[src/rtl/prst_pkg.sv]
// Shared types, codes and constants for the probe request SSID tracker.
// No dependencies.
package prst_pkg;

  localparam int TableDepthDefault = 64;
  localparam int SSID_MAX          = 32;
  localparam int SSID_W            = 5;     // log2 of SSID_MAX

  // Input command codes
  localparam logic [1:0] CMD_BYTE = 2'd0;
  localparam logic [1:0] CMD_READ = 2'd1;
  localparam logic [1:0] CMD_SORT = 2'd2;

  // Result kinds
  localparam logic [1:0] KIND_VERDICT = 2'd0;
  localparam logic [1:0] KIND_BYTE    = 2'd1;
  localparam logic [1:0] KIND_MISS    = 2'd2;
  localparam logic [1:0] KIND_SORTED  = 2'd3;

  // Frame verdicts
  localparam logic [1:0] VRD_REJECT = 2'd0;
  localparam logic [1:0] VRD_MATCH  = 2'd1;
  localparam logic [1:0] VRD_ADDED  = 2'd2;
  localparam logic [1:0] VRD_FULL   = 2'd3;

  // Frame format
  localparam logic [7:0]  FC_PROBE    = 8'h40;
  localparam logic [7:0]  TAG_SSID    = 8'h00;
  localparam logic [11:0] MIN_LEN     = 12'd28;
  localparam logic [11:0] POS_TAG     = 12'd24;
  localparam logic [11:0] POS_TAGLEN  = 12'd25;
  localparam logic [11:0] SSID_OFS    = 12'd26;
  localparam logic [11:0] POS_MAX     = 12'd4095;
  localparam logic [7:0]  PRINT_LOW   = 8'd32;
  localparam logic [7:0]  PRINT_HIGH  = 8'd126;
  localparam logic [7:0]  SSID_LEN_MX = 8'd32;

  typedef struct packed {
    logic [5:0]  len;
    logic [31:0] hits;
    logic [7:0]  strength;
    logic [31:0] seen;
  } entry_t;

  typedef struct packed {
    logic       take_byte;
    logic       restart;
    logic       bump_total;
    logic       i_clr;
    logic       i_inc;
    logic       i_load_idx;
    logic       k_clr;
    logic       k_inc;
    logic       p_set1;
    logic       p_inc;
    logic       rd_ent;
    logic       rd_byte;
    logic       rd_latch;
    logic       wr_hit;
    logic       wr_new;
    logic       inc_count;
    logic       wr_cap;
    logic       sw_ent_a;
    logic       sw_ent_b;
    logic       sw_byte_a;
    logic       sw_byte_b;
    logic       out_load;
    logic [1:0] out_kind;
    logic [1:0] out_verdict;
    logic       out_last;
  } dp_cmd_t;

  typedef struct packed {
    logic [1:0] cmd;
    logic       frame_end;
    logic       frame_valid;
    logic       ent_done;
    logic       table_full;
    logic       idx_miss;
    logic       len_match;
    logic       byte_match;
    logic       k_ge_tag;
    logic       k_rd_last;
    logic       k_end;
    logic       p_ge_n;
    logic       jp_lt_n;
    logic       hits_lt;
    logic       out_free;
  } dp_status_t;

endpackage

[src/rtl/prst_ctrl.sv]
// Controller state machine: sequences parsing, search, insert, read and sort.
// Depends on prst_pkg; drives prst_datapath.
module prst_ctrl
  import prst_pkg::*;
(
  input  logic       clk,
  input  logic       rst,
  input  logic       in_valid,
  output logic       in_stall,
  output logic       in_accept,
  input  dp_status_t sts,
  output dp_cmd_t    cmd
);

  localparam logic [4:0] S_IDLE      = 5'd0;
  localparam logic [4:0] S_DECODE    = 5'd1;
  localparam logic [4:0] S_FIN       = 5'd2;
  localparam logic [4:0] S_SRCH_RD   = 5'd3;
  localparam logic [4:0] S_SRCH_LEN  = 5'd4;
  localparam logic [4:0] S_SRCH_BRD  = 5'd5;
  localparam logic [4:0] S_SRCH_BCMP = 5'd6;
  localparam logic [4:0] S_ADD       = 5'd7;
  localparam logic [4:0] S_EMIT      = 5'd8;
  localparam logic [4:0] S_MISS      = 5'd9;
  localparam logic [4:0] S_RD_ENT    = 5'd10;
  localparam logic [4:0] S_RD_LEN    = 5'd11;
  localparam logic [4:0] S_RD_REQ    = 5'd12;
  localparam logic [4:0] S_RD_OUT    = 5'd13;
  localparam logic [4:0] S_SORT_CHK  = 5'd14;
  localparam logic [4:0] S_SORT_CMP  = 5'd15;
  localparam logic [4:0] S_SORT_SWB  = 5'd16;
  localparam logic [4:0] S_SWP_RD    = 5'd17;
  localparam logic [4:0] S_SWP_WA    = 5'd18;
  localparam logic [4:0] S_SWP_WB    = 5'd19;
  localparam logic [4:0] S_SORT_DONE = 5'd20;

  logic [4:0] state, state_next;
  logic [1:0] verdict, verdict_next;

  assign in_stall  = (state != S_IDLE);
  assign in_accept = in_valid && !in_stall;

  always_ff @(posedge clk) begin
    if (rst) begin
      state   <= S_IDLE;
      verdict <= VRD_REJECT;
    end else begin
      state   <= state_next;
      verdict <= verdict_next;
    end
  end

  always_comb begin
    cmd          = '0;
    state_next   = state;
    verdict_next = verdict;
    case (state)
      S_IDLE: begin
        if (in_accept) state_next = S_DECODE;
      end
      S_DECODE: begin
        case (sts.cmd)
          CMD_BYTE: begin
            cmd.take_byte = 1'b1;
            state_next = sts.frame_end ? S_FIN : S_IDLE;
          end
          CMD_READ: begin
            if (sts.idx_miss) begin
              state_next = S_MISS;
            end else begin
              cmd.i_load_idx = 1'b1;
              cmd.k_clr = 1'b1;
              state_next = S_RD_ENT;
            end
          end
          CMD_SORT: begin
            cmd.i_clr = 1'b1;
            cmd.p_set1 = 1'b1;
            state_next = S_SORT_CHK;
          end
          default: state_next = S_IDLE;
        endcase
      end
      S_FIN: begin
        if (sts.frame_valid) begin
          cmd.bump_total = 1'b1;
          cmd.i_clr = 1'b1;
          state_next = S_SRCH_RD;
        end else begin
          verdict_next = VRD_REJECT;
          state_next = S_EMIT;
        end
      end
      S_SRCH_RD: begin
        if (sts.ent_done) begin
          cmd.k_clr = 1'b1;
          if (sts.table_full) begin
            verdict_next = VRD_FULL;
            state_next = S_EMIT;
          end else begin
            state_next = S_ADD;
          end
        end else begin
          cmd.rd_ent = 1'b1;
          state_next = S_SRCH_LEN;
        end
      end
      S_SRCH_LEN: begin
        if (sts.len_match) begin
          cmd.k_clr = 1'b1;
          state_next = S_SRCH_BRD;
        end else begin
          cmd.i_inc = 1'b1;
          state_next = S_SRCH_RD;
        end
      end
      S_SRCH_BRD: begin
        if (sts.k_ge_tag) begin
          cmd.wr_hit = 1'b1;
          verdict_next = VRD_MATCH;
          state_next = S_EMIT;
        end else begin
          cmd.rd_byte = 1'b1;
          state_next = S_SRCH_BCMP;
        end
      end
      S_SRCH_BCMP: begin
        if (sts.byte_match) begin
          cmd.k_inc = 1'b1;
          state_next = S_SRCH_BRD;
        end else begin
          cmd.i_inc = 1'b1;
          state_next = S_SRCH_RD;
        end
      end
      S_ADD: begin
        if (sts.k_ge_tag) begin
          cmd.wr_new = 1'b1;
          cmd.inc_count = 1'b1;
          verdict_next = VRD_ADDED;
          state_next = S_EMIT;
        end else begin
          cmd.wr_cap = 1'b1;
          cmd.k_inc = 1'b1;
        end
      end
      S_EMIT: begin
        if (sts.out_free) begin
          cmd.out_load = 1'b1;
          cmd.out_kind = KIND_VERDICT;
          cmd.out_verdict = verdict;
          cmd.out_last = 1'b1;
          cmd.restart = 1'b1;
          state_next = S_IDLE;
        end
      end
      S_MISS: begin
        if (sts.out_free) begin
          cmd.out_load = 1'b1;
          cmd.out_kind = KIND_MISS;
          cmd.out_last = 1'b1;
          state_next = S_IDLE;
        end
      end
      S_RD_ENT: begin
        cmd.rd_ent = 1'b1;
        state_next = S_RD_LEN;
      end
      S_RD_LEN: begin
        cmd.rd_latch = 1'b1;
        state_next = S_RD_REQ;
      end
      S_RD_REQ: begin
        if (sts.out_free) begin
          cmd.rd_byte = 1'b1;
          state_next = S_RD_OUT;
        end
      end
      S_RD_OUT: begin
        cmd.out_load = 1'b1;
        cmd.out_kind = KIND_BYTE;
        cmd.out_last = sts.k_rd_last;
        cmd.k_inc = 1'b1;
        state_next = sts.k_rd_last ? S_IDLE : S_RD_REQ;
      end
      S_SORT_CHK: begin
        if (sts.p_ge_n) begin
          state_next = S_SORT_DONE;
        end else if (sts.jp_lt_n) begin
          cmd.rd_ent = 1'b1;
          state_next = S_SORT_CMP;
        end else begin
          cmd.p_inc = 1'b1;
          cmd.i_clr = 1'b1;
        end
      end
      S_SORT_CMP: begin
        if (sts.hits_lt) begin
          cmd.sw_ent_a = 1'b1;
          state_next = S_SORT_SWB;
        end else begin
          cmd.i_inc = 1'b1;
          state_next = S_SORT_CHK;
        end
      end
      S_SORT_SWB: begin
        cmd.sw_ent_b = 1'b1;
        cmd.k_clr = 1'b1;
        state_next = S_SWP_RD;
      end
      S_SWP_RD: begin
        if (sts.k_end) begin
          cmd.i_inc = 1'b1;
          state_next = S_SORT_CHK;
        end else begin
          cmd.rd_byte = 1'b1;
          state_next = S_SWP_WA;
        end
      end
      S_SWP_WA: begin
        cmd.sw_byte_a = 1'b1;
        state_next = S_SWP_WB;
      end
      S_SWP_WB: begin
        cmd.sw_byte_b = 1'b1;
        cmd.k_inc = 1'b1;
        state_next = S_SWP_RD;
      end
      S_SORT_DONE: begin
        if (sts.out_free) begin
          cmd.out_load = 1'b1;
          cmd.out_kind = KIND_SORTED;
          cmd.out_last = 1'b1;
          state_next = S_IDLE;
        end
      end
      default: state_next = S_IDLE;
    endcase
  end

endmodule

[config.mk]
export PLATFORM = sky130hd
export DESIGN_NAME = prst_ctrl
export DESIGN_NICKNAME = d
export VERILOG_FILES = /design/src/rtl/prst_pkg.sv /design/src/rtl/prst_ctrl.sv
export SDC_FILE = /design/constraint.sdc
export NUM_CORES = 1
export LEC_CHECK = 0
export ABC_CLOCK_PERIOD_IN_PS = 2400
export BUFFER_PORTS_ARGS = -buffer_cell sky130_fd_sc_hd__buf_2
export CAP_MARGIN = 10
export CORE_ASPECT_RATIO = 0.9
export CORE_UTILIZATION = 48
export CTS_CLUSTER_DIAMETER = 80
export DETAILED_ROUTE_END_ITERATION = 10
export PLACE_DENSITY_LB_ADDON = 0.15
export SLEW_MARGIN = 25
export SYNTH_ARGS = -nofsm -noshare
export SYNTH_HDL_FRONTEND = slang
export SYNTH_SLANG_ARGS = --single-unit
export TNS_END_PERCENT = 1
[constraint.sdc]
create_clock -name clk -period 2.4 [get_ports clk]
set_clock_uncertainty 0.05 [all_clocks]
set_input_delay 0.6 -clock clk [delete_from_list [all_inputs] [get_ports clk]]
set_output_delay 0.6 -clock clk [all_outputs]
set_load 0.1 [all_outputs]
==> results_dict.tcl, run 1 <==
set metrics [dict create \
    outcome "stopped before the end" \
    haltStage "global routing" \
    error_line "[ERROR DPL-0038] Utilization greater than 100%, impossible to legalize" \
    syn_area_um2 1174 \
    ys_seq_elements 7 \
    synth_ff_type "dfxtp_1" \
    synth_area_per_cell_um2 6.706 \
    synth_async_sr_flop_share 0 \
    start_util 0.5234 \
    synth_edf_count 0 \
    ys_seq_area_frac 0.1194 \
    portBuffers 47 \
    place.gp.congestion 1.084 \
    cts_hold_buf 0 \
    num_rows 16 \
    postGrtWorstEndpoint "cmd[4]" \
    place_hpwl_um 4173 \
    worst-ep-kind "output port" \
    cts.sinks 7 \
    cts_buffer_depth 2 \
    dpl-instance-area_um2 2053 \
    die_w_um 54.12 \
    die_h_um 48.91 \
    numCtsBuffers 3 \
    ys_types 50 \
    io_pins 48 \
    yosys_warnings 0 \
    htree_num_levels 1 \
    postSynthCellCount 175 \
    root_buffer "clkbuf_4" \
    syn_nets 198 \
    grt_max_degree 23 \
]
cell usage after synthesis (all sizes together), types with 3 or more instances:
library cell	number	area (um2)
a31oi	3	18.77
nor2b	9	56.30
nand2	19	71.32
a32o	4	40.04
clkbuf	3	11.26
a22oi	3	22.52
buf	11	72.57
nand3	6	30.03
or4	3	22.52
and2	3	18.77
nor3	4	20.02
and3	6	37.54
nor2	17	63.81
o21ai	9	45.04
dfxtp	7	140.1
ha	4	50.05
nand2b	5	31.28
inv	8	30.03
or3	3	18.77
a21oi	10	50.05
nor3b	3	22.52
nor4	6	43.79
a21o	3	22.52
logic make-up after synthesis:
kind of cell               Yosys count  synth area share
and+or+nand+nor                     94            0.4435
AOI/OAI and AO/OA                   44            0.2655
buffers and inverters               22           0.09702
DFF                                  7            0.1194
adders and majority gates            4           0.04265
xor gates and xnor gates             2           0.01493
muxes                                2           0.01706
timing repair:
item,in CTS
pin swaps,1
buffers inserted,2
resized for setup,15
setup endpoints to repair,22
through the flow:
stage	hold WS, ns	utilization	worst slack, ns	instances
2_1_floorplan	0.3711	-	-0.5188	175
3_3_place_gp	0.3875	0.9157	0.04167	257
3_5_place_dp	0.4116	0.9157	-0.1985	257
4_1_cts	0.4183	0.9548	-0.09532	263
==> inputs of run 2 (changes only) <==
Settings changed: CORE_AREA from default to 2 2 63 65, CORE_ASPECT_RATIO 0.9 to default, CORE_UTILIZATION 48 to default, CTS_CLUSTER_DIAMETER 80 to default, DIE_AREA from default to 0 0 65 67.
==> results_dict.tcl, run 2 <==
set metrics [dict create \
    outcome "complete, no violations" \
    dr_total_vias 1634 \
    p_leak_nw 0.9721 \
    die_h_um 67 \
    synth.area.top_cells "dfxtp_1 12%, nand2_1 6.1%, nor2_1 5.4%" \
    period_share 0.9911 \
    firstDrtPassIters 4 \
    portBuffers 47 \
    synth_common_cells "19 x nand2_1, 17 x nor2_1, 10 x a21oi_1" \
    synth_async_sr_flop_share 0 \
    cts_tree "yes" \
    via_per_inst 5.596 \
    yosysTopAreaCell "dfxtp_1" \
    fp.dieArea_um2 4355 \
    drive_above_1_share 0.4754 \
    postSynthCellCount 175 \
    setup_viol 0 \
    track_usage 0.2323 \
    ys_types 50 \
    max_cap_viol_count 0 \
    antenna_found_initial 0 \
    synth_adder_area_share 0.04264 \
    cts.sinks 7 \
    grt_pass1_vias 1584 \
    largest_reg_flops 5 \
    dpl-instance-area_um2 2145 \
    detail-route-antenna-nets 0 \
    yosysMostFrequentCell "nand2_1" \
    path_max_fanout 6 \
    ys_seq_area_frac 0.1194 \
    cts_hold_buf 0 \
    grt_max_degree 24 \
    syn_area_um2 1174 \
    top_register "state" \
    numCtsBuffers 3 \
    tightest_slew_ns 0.4681 \
    synth_top_family_by_area "simple AND/OR/NAND/NOR gates" \
    startpoint "state[4]" \
    synth_ff_type "dfxtp_1" \
    clk_pin_slew_ns 0.04 \
    synth_area_per_cell_um2 6.706 \
    ir_drop_v 0.0003918 \
    synth_edf_count 0 \
    core_um2 3606 \
    finalMaxSlewViolations 0 \
    fmax_mhz 420.4 \
    crit_type "reg -> out" \
    wire_per_inst_um 15.92 \
    num_rows 22 \
    arrival_ns 1.73 \
    synth_compound_area_frac 0.2655 \
    die_w_um 65 \
    hold_path_class "reg -> reg" \
    start_util 0.3255 \
    yosysTopAreaCellShare 0.1194 \
    r2r-start "state[4]" \
    root_buffer "clkbuf_8" \
    worstPathRequired_ns 1.75 \
    fin_crit_ns 2.379 \
    final_common_cell "buf_12" \
    io_pins 48 \
    n_antenna_cell 0 \
    place.gp.congestion 0.9385 \
    drc 0 \
    top_regs "state (5), verdict (2)" \
    total_power_mw 1.477 \
    synth_mux_area_frac 0.01706 \
    min_from "verdict[1]" \
    yosys_warnings 0 \
    cp-start-kind "register" \
    synth_xor_area_frac 0.01493 \
    fin_nets 268 \
    htree_num_levels 1 \
    synth-simple-area-share 0.4435 \
    final_cell_mix "30 x buf_12, 29 x buf_4, 18 x nand2_1, 18 x buf_2, 12 x nor2_1" \
    area_delta_synth_final_pct 94.78 \
    power.density_nw_per_um2 646.3 \
    slew_headroom 0.6839 \
    cp-end-kind "primary output" \
    ys_seq_elements 7 \
    finalHoldViolCount 0 \
    cts_buffer_depth 2 \
    syn_nets 198 \
    first_iter_violations 102 \
    clock_latency_ns 0.23 \
    grt-ovfl-total 0 \
    rsz0062_at_grt "true" \
    fin_area_um2 2286 \
    grt_pass1_wl_um 7790 \
    place_hpwl_um 3656 \
    routed_wl_um 4650 \
]
## run 2: cell counts after synthesis
No cell type changed its count.
## run 2: path summary, 6_finish.rpt
check | end | slack, ns | cells after the start
worst max-delay path | cmd[23] | 0.02 | 5
worst min-delay path | verdict[1] | 0.41 | 2
worst max register to register | verdict[0] | 0.24 | 6
worst min register to register | verdict[1] | 0.41 | 2
## run 2: cell families (layout without fill, tap and decap cells)
| group | count (synthesis) | in the layout |
|---|---|---|
| buffers and inverters | 22 | 91 |
| flip-flops | 7 | 7 |
| AO/OA/AOI/OAI | 44 | 44 |
| multiplexers | 2 | 2 |
| adder cells (fa/ha/maj) | 4 | 4 |
| AND/OR/NAND/NOR | 94 | 94 |
| XOR/XNOR | 2 | 2 |
## run 2: metal layers
layer | global-route usage | vias to the layer above | wire length, um
li1 | - | 789 | -
met1 | 0.3269 | 781 | 2075
met2 | 0.3776 | 59 | 2242
met3 | 0.01858 | 5 | 268
met4 | 0.06383 | 0 | 63
met5 | 0 | - | 0
## run 2: layout make-up
| class | count | area, um2 |
|---|---|---|
| clock buffers | 4 | 45.04 |
| inverters | 8 | 30.03 |
| multi-input cells | 146 | 1061 |
| repair buffers | 79 | 934.6 |
| well taps | 48 | 60.06 |
| fillers | 311 | 1320 |
| flip-flops and latches | 7 | 155.1 |
## run 2: timing repair
action                     in CTS  in global routing
buffers inserted                0                  3
setup endpoints to repair      15                 14
pin swaps                       1                  4
gates resized for setup         8                 16
## run 2: stage by stage
stage	std cells	hold slack [ns]	setup slack, ns	utilization	TNS [ns]
after floorplan	175	0.3711	-0.5188	-	-5.337
after global placement	285	0.3905	0.07370	0.5947	0
after detailed placement	285	0.4036	0.04074	0.5947	0
after CTS	289	0.4102	-0.01391	0.6135	-0.01391
after global routing	292	0.4408	-0.02751	0.6339	-0.07910
final	292	0.4108	0.02142	0.6339	0
## run 2: power by group
group | switching [mW] | internal [mW]
clock network | 0.0597 | 0.116
logic | 0.669 | 0.447
registers | 0.0452 | 0.140
total | 0.774 | 0.703
## run 2: critical path, stage by stage, from the launching register on
cell and delay [ns]:
dfxtp_1 0.42, buf_4 0.20, nor3_2 0.07, and3_2 0.23
or3_4 0.40, buf_12 0.17
(Power assumes the default switching activity.)
